## src/hw/rtl/hsli_pkg.sv

```systemverilog
// shared types and constants of the half-sample line interpolator
package hsli_pkg;

	localparam int TAPS = 6;

	localparam logic [1:0] MODE_BILINEAR = 2'd0;
	localparam logic [1:0] MODE_BICUBIC  = 2'd1;
	localparam logic [1:0] MODE_WIENER   = 2'd2;
	localparam logic [1:0] MODE_RESERVED = 2'd3;

	localparam logic REG_FILTER_MODE = 1'b0;
	localparam logic REG_SAMPLE_BITS = 1'b1;

	localparam logic [1:0] FILTER_MODE_RST = MODE_WIENER;
	localparam logic [4:0] SAMPLE_BITS_RST = 5'd8;
	localparam logic [4:0] MIN_SAMPLE_BITS = 5'd8;

	localparam logic [3:0] POS_SAT      = 4'd8;
	localparam logic [3:0] LAG          = 4'd3;
	localparam logic [3:0] WIENER_MIN_N = 4'd5;
	localparam logic [3:0] BICUBIC_MIN_N = 4'd4;

	localparam int WIENER_ROUND  = 16;
	localparam int BICUBIC_ROUND = 8;
	localparam int WIENER_SHIFT  = 5;
	localparam int BICUBIC_SHIFT = 4;

	typedef enum logic [1:0] {
		K_WIENER,
		K_BICUBIC,
		K_AVG,
		K_COPY
	} kern_t;

	// per-result control handed from the sequencer to the kernel
	typedef struct packed {
		kern_t      kern;
		logic [1:0] dsel;
		logic       done;
	} sel_t;

endpackage

```

## src/hw/rtl/hsli_tap_cell.sv

```systemverilog
// one cell of the sample window: holds a sample and passes it on on each request
module hsli_tap_cell #(
	parameter int SAMPLE_WIDTH = 16
) (
	input  logic                    clk,
	input  logic                    arst_n,
	input  logic                    shift_en,
	input  logic [SAMPLE_WIDTH-1:0] d,
	output logic [SAMPLE_WIDTH-1:0] q
);
	logic [SAMPLE_WIDTH-1:0] sample_q;

	always_ff @(posedge clk or negedge arst_n) begin
		if (!arst_n) begin
			sample_q <= '0;
		end else if (shift_en) begin
			sample_q <= d;
		end
	end

	assign q = sample_q;
endmodule

```

## src/hw/rtl/hsli_kernel.sv

```systemverilog
// filter sums over the window cells, registered before the clamp
module hsli_kernel #(
	parameter int SAMPLE_WIDTH = 16
) (
	input  logic                                    clk,
	input  logic                                    en,
	input  logic [hsli_pkg::TAPS-1:0][SAMPLE_WIDTH-1:0] taps,
	input  hsli_pkg::sel_t                          ctl,
	output logic signed [SAMPLE_WIDTH+6:0]          acc_s2,
	output hsli_pkg::sel_t                          ctl_s2
);
	import hsli_pkg::*;

	localparam int AW = SAMPLE_WIDTH + 7;

	logic signed [AW-1:0] x [TAPS];
	logic signed [AW-1:0] inner_w;
	logic signed [AW-1:0] outer_w;
	logic signed [AW-1:0] inner_b;
	logic signed [AW-1:0] outer_b;
	logic signed [AW-1:0] pair_a;
	logic signed [AW-1:0] sum;

	always_comb begin
		for (int i = 0; i < TAPS; i++) begin
			x[i] = $signed(AW'(taps[i]));
		end
	end

	// x[k] is sample n-k of the line
	assign inner_w = x[3] + x[2];
	assign outer_w = x[4] + x[1];
	assign inner_b = x[3] + x[2];
	assign outer_b = x[4] + x[1];

	always_comb begin
		case (ctl.dsel)
			2'd1:    pair_a = x[1] + x[0];
			2'd2:    pair_a = x[2] + x[1];
			default: pair_a = x[3] + x[2];
		endcase
	end

	always_comb begin
		case (ctl.kern)
			K_WIENER: begin
				// 20*(c+d) - 5*(b+e) + (a+f)
				sum = (x[5] + x[0]) + ((inner_w <<< 4) + (inner_w <<< 2))
					- ((outer_w <<< 2) + outer_w) + AW'(WIENER_ROUND);
			end
			K_BICUBIC: begin
				sum = (inner_b <<< 3) + inner_b - outer_b + AW'(BICUBIC_ROUND);
			end
			K_AVG: begin
				sum = pair_a + AW'(1);
			end
			default: begin
				sum = x[0];
			end
		endcase
	end

	always_ff @(posedge clk) begin
		if (en) begin
			acc_s2 <= sum;
			ctl_s2 <= ctl;
		end
	end
endmodule

```

## src/hw/rtl/half_sample_line_interpolator_unit.sv

```systemverilog
// top level of the half-sample line interpolator
//
//  channel | handshake          | payload
//  --------+--------------------+---------------------------
//  in      | in_valid/in_ready  | sample_in, line_end
//  out     | out_valid/out_ready| half_sample, line_done
//  cfg     | cfg_we             | cfg_index, cfg_data
//
// one sample per cycle while the output is not stalled; a sample with line_end stalls the input
// while the sequencer emits one position per cycle from the tap cells, unless the kernel stage is held
// a result passes from the sequencer through the kernel and output registers to out_valid
// reset clears the window, line position and pipeline valids and loads the configuration defaults
// output stalls back up through the clamp and kernel stages to in_ready
module half_sample_line_interpolator_unit #(
	parameter int SAMPLE_WIDTH = 16
) (
	input  logic        clk,
	input  logic        arst_n,
	input  logic        cfg_we,
	input  logic        cfg_index,
	input  logic [4:0]  cfg_data,
	input  logic        in_valid,
	output logic        in_ready,
	input  logic [15:0] sample_in,
	input  logic        line_end,
	output logic        out_valid,
	input  logic        out_ready,
	output logic [15:0] half_sample,
	output logic        line_done
);
	import hsli_pkg::*;

	localparam int AW = SAMPLE_WIDTH + 7;

	logic [1:0]  filter_mode_q;
	logic [4:0]  sample_bits_q;
	logic [3:0]  pos_q;

	logic [TAPS-1:0][SAMPLE_WIDTH-1:0] taps;

	logic        s1_valid_q;
	logic [3:0]  n_s1;
	logic        last_s1;
	logic [1:0]  d_s1;

	logic        s2_valid_q;
	logic signed [AW-1:0] acc_s2;
	sel_t        ctl_s2;

	logic        out_valid_q;
	logic [15:0] half_sample_q;
	logic        line_done_q;

	logic        out_free;
	logic        s2_free;
	logic        s2_adv;
	logic        emit;
	logic        s1_fin;
	logic        accept;
	logic        has_res;
	logic        is_wiener;
	sel_t        sel;

	logic [4:0]             bits_eff;
	logic [SAMPLE_WIDTH-1:0] mx;
	logic signed [AW-1:0]   shifted;
	logic [SAMPLE_WIDTH-1:0] res;

	// configuration
	always_ff @(posedge clk or negedge arst_n) begin
		if (!arst_n) begin
			filter_mode_q <= FILTER_MODE_RST;
			sample_bits_q <= SAMPLE_BITS_RST;
		end else if (cfg_we) begin
			unique case (cfg_index)
				REG_FILTER_MODE: filter_mode_q <= cfg_data[1:0];
				REG_SAMPLE_BITS: sample_bits_q <= cfg_data;
				default: ;
			endcase
		end
	end

	// handshake and stage advance
	assign out_free = !out_valid_q || out_ready;
	assign s2_adv   = s2_valid_q && out_free;
	assign s2_free  = !s2_valid_q || out_free;
	assign emit     = s1_valid_q && s2_free;
	assign s1_fin   = emit && (!last_s1 || d_s1 == 2'd0);
	assign in_ready = !s1_valid_q || s1_fin;
	assign accept   = in_valid && in_ready;
	assign has_res  = line_end || (pos_q >= LAG);

	// sample window
	for (genvar i = 0; i < TAPS; i++) begin : g_cell
		if (i == 0) begin : g_head
			hsli_tap_cell #(.SAMPLE_WIDTH(SAMPLE_WIDTH)) u_cell (
				.clk      (clk),
				.arst_n   (arst_n),
				.shift_en (accept),
				.d        (sample_in[SAMPLE_WIDTH-1:0]),
				.q        (taps[i])
			);
		end else begin : g_link
			hsli_tap_cell #(.SAMPLE_WIDTH(SAMPLE_WIDTH)) u_cell (
				.clk      (clk),
				.arst_n   (arst_n),
				.shift_en (accept),
				.d        (taps[i-1]),
				.q        (taps[i])
			);
		end
	end

	always_ff @(posedge clk or negedge arst_n) begin
		if (!arst_n) begin
			pos_q <= '0;
		end else if (accept) begin
			if (line_end) begin
				pos_q <= '0;
			end else if (pos_q < POS_SAT) begin
				pos_q <= pos_q + 4'd1;
			end
		end
	end

	// position sequencer: once accepted, the cells hold samples n..n-5
	always_ff @(posedge clk or negedge arst_n) begin
		if (!arst_n) begin
			s1_valid_q <= 1'b0;
		end else if (accept) begin
			s1_valid_q <= has_res;
		end else if (s1_fin) begin
			s1_valid_q <= 1'b0;
		end
	end

	always_ff @(posedge clk) begin
		if (accept) begin
			n_s1    <= pos_q;
			last_s1 <= line_end;
			d_s1    <= (line_end && pos_q < LAG) ? pos_q[1:0] : 2'd3;
		end else if (emit && !s1_fin) begin
			d_s1 <= d_s1 - 2'd1;
		end
	end

	assign is_wiener = filter_mode_q == MODE_WIENER || filter_mode_q == MODE_RESERVED;

	always_comb begin
		sel.dsel = d_s1;
		sel.done = last_s1 && d_s1 == 2'd0;
		if (d_s1 == 2'd0) begin
			sel.kern = K_COPY;
		end else if (!last_s1 && is_wiener && n_s1 >= WIENER_MIN_N) begin
			sel.kern = K_WIENER;
		end else if (d_s1 == 2'd3 && filter_mode_q == MODE_BICUBIC
			&& n_s1 >= BICUBIC_MIN_N) begin
			sel.kern = K_BICUBIC;
		end else begin
			sel.kern = K_AVG;
		end
	end

	hsli_kernel #(.SAMPLE_WIDTH(SAMPLE_WIDTH)) u_kernel (
		.clk    (clk),
		.en     (emit),
		.taps   (taps),
		.ctl    (sel),
		.acc_s2 (acc_s2),
		.ctl_s2 (ctl_s2)
	);

	always_ff @(posedge clk or negedge arst_n) begin
		if (!arst_n) begin
			s2_valid_q <= 1'b0;
		end else if (emit) begin
			s2_valid_q <= 1'b1;
		end else if (s2_adv) begin
			s2_valid_q <= 1'b0;
		end
	end

	// clamp limit from sample_bits, held to 8..SAMPLE_WIDTH
	always_comb begin
		if (sample_bits_q < MIN_SAMPLE_BITS) begin
			bits_eff = MIN_SAMPLE_BITS;
		end else if (sample_bits_q > 5'(SAMPLE_WIDTH)) begin
			bits_eff = 5'(SAMPLE_WIDTH);
		end else begin
			bits_eff = sample_bits_q;
		end
		mx = SAMPLE_WIDTH'((AW'(1) << bits_eff) - AW'(1));
	end

	always_comb begin
		case (ctl_s2.kern)
			K_WIENER:  shifted = acc_s2 >>> WIENER_SHIFT;
			K_BICUBIC: shifted = acc_s2 >>> BICUBIC_SHIFT;
			K_AVG:     shifted = acc_s2 >>> 1;
			default:   shifted = acc_s2;
		endcase
		res = shifted[SAMPLE_WIDTH-1:0];
		// only filter sums are clamped
		if (ctl_s2.kern == K_WIENER || ctl_s2.kern == K_BICUBIC) begin
			if (acc_s2 < 0) begin
				res = '0;
			end else if (shifted > $signed(AW'(mx))) begin
				res = mx;
			end
		end
	end

	always_ff @(posedge clk or negedge arst_n) begin
		if (!arst_n) begin
			out_valid_q <= 1'b0;
		end else if (out_free) begin
			out_valid_q <= s2_valid_q;
		end
	end

	always_ff @(posedge clk) begin
		if (s2_adv) begin
			half_sample_q <= 16'(res);
			line_done_q   <= ctl_s2.done;
		end
	end

	assign out_valid   = out_valid_q;
	assign half_sample = half_sample_q;
	assign line_done   = line_done_q;

	// non-final requests always emit exactly the position three behind
	a_single_pos: assert property (@(posedge clk) disable iff (!arst_n)
		s1_valid_q && !last_s1 |-> d_s1 == 2'd3)
		else $error("sequencer lost its position for a mid-line request");

	// six-tap sum only once all six taps are in the line
	a_wiener_taps: assert property (@(posedge clk) disable iff (!arst_n)
		emit && sel.kern == K_WIENER |-> n_s1 >= WIENER_MIN_N && !last_s1)
		else $error("six-tap filter picked with taps outside the line");

	// a line end restarts the position count
	a_line_restart: assert property (@(posedge clk) disable iff (!arst_n)
		accept && line_end |=> pos_q == 4'd0 && s1_valid_q)
		else $error("line end did not restart the line");
endmodule
```

## config.mk

```make
export PLATFORM = sky130hd
export DESIGN_NAME = half_sample_line_interpolator_unit
export DESIGN_NICKNAME = d
export VERILOG_FILES = /design/src/hw/rtl/hsli_pkg.sv /design/src/hw/rtl/hsli_tap_cell.sv /design/src/hw/rtl/hsli_kernel.sv /design/src/hw/rtl/half_sample_line_interpolator_unit.sv
export SDC_FILE = /design/constraint.sdc
export NUM_CORES = 1
export LEC_CHECK = 0
export BUFFER_PORTS_ARGS = -buffer_cell sky130_fd_sc_hd__clkbuf_2
export CORE_UTILIZATION = 55
export DETAILED_ROUTE_END_ITERATION = 7
export PLACE_DENSITY = 0.72
export SYNTH_ARGS = -nofsm -noshare
export SYNTH_HDL_FRONTEND = slang
export SYNTH_SLANG_ARGS = --single-unit
```

## constraint.sdc

```tcl
create_clock -name clk -period 8.3 [get_ports clk]
set_input_delay 0.415 -clock clk [delete_from_list [all_inputs] [get_ports clk]]
set_output_delay 0.415 -clock clk [all_outputs]
set_load 0.05 [all_outputs]
```

==> results.sh <==
export IMPL_drtIter0Drc=846
export IMPL_holdWs_ns=0.03500
export IMPL_portBuffers=46
export IMPL_vias=12320
export IMPL_syn_cell_area_um2=15060
export IMPL_post_route_util=0.6050
export IMPL_die_area_um2=28050
export IMPL_grt_max_degree=111
export IMPL_critPathRequiredTime_ns=8.49
export IMPL_drv_slew=0
export IMPL_end_kind="flip-flop"
export IMPL_top_layer_used="met4"
export IMPL_ctsResizeCount=0
export IMPL_n_antenna_cell=0
export IMPL_start_util=0.5603
export IMPL_drt_first_pass_iters=5
export IMPL_min_period_ns=6.961
export IMPL_r2r_slack_ns=1.34
export IMPL_status="complete, no violations"
export IMPL_met3_length_mm=1.884
export IMPL_synth_xor_xnor_area_share=0.05990
export IMPL_synthArstFlopShare=0.6875
export IMPL_synth_compound_area_share=0.1688
export IMPL_yosys_warnings=0
export IMPL_overflow=0
export IMPL_yosys_area_top_type_share=0.1795
export IMPL_grt_usage=0.2712
export IMPL_finalSetupTns_ns=0
export IMPL_dr_wl_met2_mm=17.21
export IMPL_ys_types=79
export IMPL_yosys_area_share_adder=0.2225
export IMPL_ctsHoldBuffers=0
export IMPL_gp_congestion=0.9078
export IMPL_rr_startpoint="g_cell[1].g_link.u_cell.q[0]"
export IMPL_period_share=0.8386
export IMPL_met1_length_mm=17.21
export IMPL_io_pins=47
export IMPL_clockBufferDepth=2
export IMPL_crit_path_start_kind="flip-flop"
export IMPL_rsz0062_at_grt="false"
export IMPL_first_global_vias=12040
export IMPL_hp_class="primary input to async pin"
export IMPL_max_cap_violations=0
export IMPL_synthMuxAreaShare=0.03656
export IMPL_cts_setup_buffers=0
export IMPL_coreArea_um2=26880
export IMPL_finalSetupViolCount=0
export IMPL_ys_seq_area_frac=0.2827
export IMPL_via_per_inst=5.843
export IMPL_antenna_found_initial=0
export IMPL_slew_headroom=0.1948
export IMPL_synth_seq_cells=160
export IMPL_synth_avg_cell_area_um2=8.710
export IMPL_die_height_um=167.5
export IMPL_grt_pass1_wl_mm=60.38
export IMPL_tightest_slew_ns=1.208
export IMPL_cts_root_buffer="clkbuf_16"
export IMPL_wirelength_mm=37.09
export IMPL_path_max_fanout=6
export IMPL_antenna_left=0
export IMPL_reg2regPathDepth=26
export IMPL_htree_num_levels=4
export IMPL_filler_cell_count=2375
export IMPL_remaining_drc_errors=0
export IMPL_die_x_um=167.5
export IMPL_clk_latency_ns=0.44
export IMPL_ys_top_cells_by_area="dfrtp_1 18%, ha_1 15%, edfxtp_1 10%, nand2_1 8.5%, fa_1 7.0%"
export IMPL_synth_flop_cell="dfrtp_1"
export IMPL_synth_cells=1729
export IMPL_yosysTopAreaCell="dfrtp_1"
export IMPL_path_clk_slew_ns=0.08
export IMPL_worstPathArrival_ns=7.15
export IMPL_synth_top_family_by_area="adder cells"
export IMPL_syn2layout_area_growth_pct=7.967
export IMPL_drive_gt1_frac=0.08546
export IMPL_fmax_mhz=143.7
export IMPL_final_net_count=2018
export IMPL_endpoint="u_kernel.acc_s2[22]"
export IMPL_cp_startpoint="g_cell[1].g_link.u_cell.q[0]"
export IMPL_path_class="flip-flop to flip-flop"
export IMPL_cts_made_buffers=17
export IMPL_cts_tree="yes"
export IMPL_rows=60
export IMPL_synth_edff_count=50
export IMPL_place_hpwl_mm=29.00
export IMPL_hold_violations=0
export IMPL_wl_per_cell_um=17.60
export IMPL_rr_endpoint="u_kernel.acc_s2[22]"
export IMPL_clkSinkCount=160
export IMPL_synthSimpleGateAreaFrac=0.1740
export IMPL_skew_ns=0.01447
-- how the worst min path moves through the flow --
stage,startpoint,end,slack (ns),cells past startpoint
final,arst_n,s2_valid_q,0.03,1
after global routing,arst_n,out_valid,0.1,1
after CTS,arst_n,out_valid,0.06,1
after detailed placement,u_kernel.ctl_s2[0],line_done,0.43,0
after global placement,u_kernel.ctl_s2[0],line_done,0.40,0
after floorplan,arst_n,filter_mode_q[0],0.12,0
-- logic make-up after synthesis --
kind of cell | count (synthesis)
AOI/OAI and AO/OA | 378
and+or+nand+nor | 580
DFF | 160
xor gates and xnor gates | 103
muxes | 51
other | 2
buffers and inverters | 219
adders and majority gates | 236
-- synth_stat cells, drive strengths merged (17+ instances only) --
master and instances:
inv 166, o21ai 84, nor3 32, a21o 40
nor2b 18, ha 183, nand2b 26, xnor2 65
nand3 26, mux2 32, nand2 342, o21bai 17
xor2 38, nor2 58, clkbuf 40, fa 53
a21oi 90, or3 17, edfxtp 50, dfrtp 108
o21a 25, mux2i 19
-- layout make-up --
| type | count | area [um^2] | share of cell area |
|---|---|---|---|
| flip-flops and latches | 160 | 4257 | 0.2618 |
| well taps | 341 | 426.7 | 0.02624 |
| multi-input cells | 1354 | 9996 | 0.6148 |
| repair buffers | 54 | 292.8 | 0.01801 |
| clock buffers | 18 | 450.4 | 0.02770 |
| clock inverters | 14 | 209.0 | 0.01285 |
| inverters | 167 | 628.1 | 0.03863 |
-- registers in the layout, indices dropped and copies added (netlist names) --
name and flops:
g_cell.g_head.u_cell.q 16, s1_valid_q 1, s2_valid_q 1, out_valid 1
pos_q 4, n_s1 4, half_sample 16, line_done 1
d_s1 2, u_kernel.ctl_s2 3, u_kernel.acc_s2 23, sample_bits_q 5
last_s1 1, g_cell.g_link.u_cell.q 80, filter_mode_q 2
-- stage by stage --
stage | setup WS (ns) | cell area, um^2 | std cells
after CTS | 1.441 | 16260 | 2108
after global routing | 0.9376 | 16260 | 2108
after global placement | 1.625 | 15600 | 2076
after detailed placement | 1.486 | 15600 | 2076
final | 1.339 | 16260 | 2108
after floorplan | 2.264 | 15070 | 1733
-- cells in the final DEF (no fill, tap or decap), types with 15 or more instances in the layout --
cell type	netlist	routed
mux2i_1	19	19
nand2_1	342	341
edfxtp_1	50	50
or3_1	17	17
nand3_1	26	26
o21ai_0	80	80
dfrtp_1	108	108
fa_1	53	53
a21o_1	40	40
a211oi_1	15	15
xnor2_1	65	65
o21bai_1	17	17
nor3_1	32	32
o21a_1	25	25
a21oi_1	90	90
nand2b_1	26	26
mux2_2	32	32
clkbuf_2	0	45
nor2b_1	17	17
ha_1	183	183
inv_1	163	163
xor2_1	38	38
clkbuf_16	0	18
nor2_1	58	58
-- routing by layer --
layer,up-vias,GRT usage
li1,6038,-
met1,5881,0.3736
met2,342,0.4440
met4,0,0.08377
met5,-,0
met3,57,0.03545
-- critical path, cell delays in order (launching register included) --
cell and delay [ns]:
dfrtp_1 0.41, ha_1 0.20, inv_1 0.06, fa_1 0.41, nor2b_1 0.13, o21a_1 0.14, o21ai_0 0.11, a21oi_1 0.31
a21o_1 0.17, a21o_1 0.15, xor2_1 0.48, xnor2_1 0.19, ha_1 0.27, fa_1 0.54, inv_1 0.06, fa_1 0.53
inv_1 0.04, ha_1 0.34, a21o_1 0.20, a21o_1 0.20, a2111oi_0 0.60, o31a_1 0.33, o21a_1 0.16, o21ai_0 0.13
o41ai_1 0.33, xnor2_1 0.16, o21ai_0 0.08
Power is not shown: default switching activity piles up to over one toggle a cycle in this logic, so the estimate is an artifact.
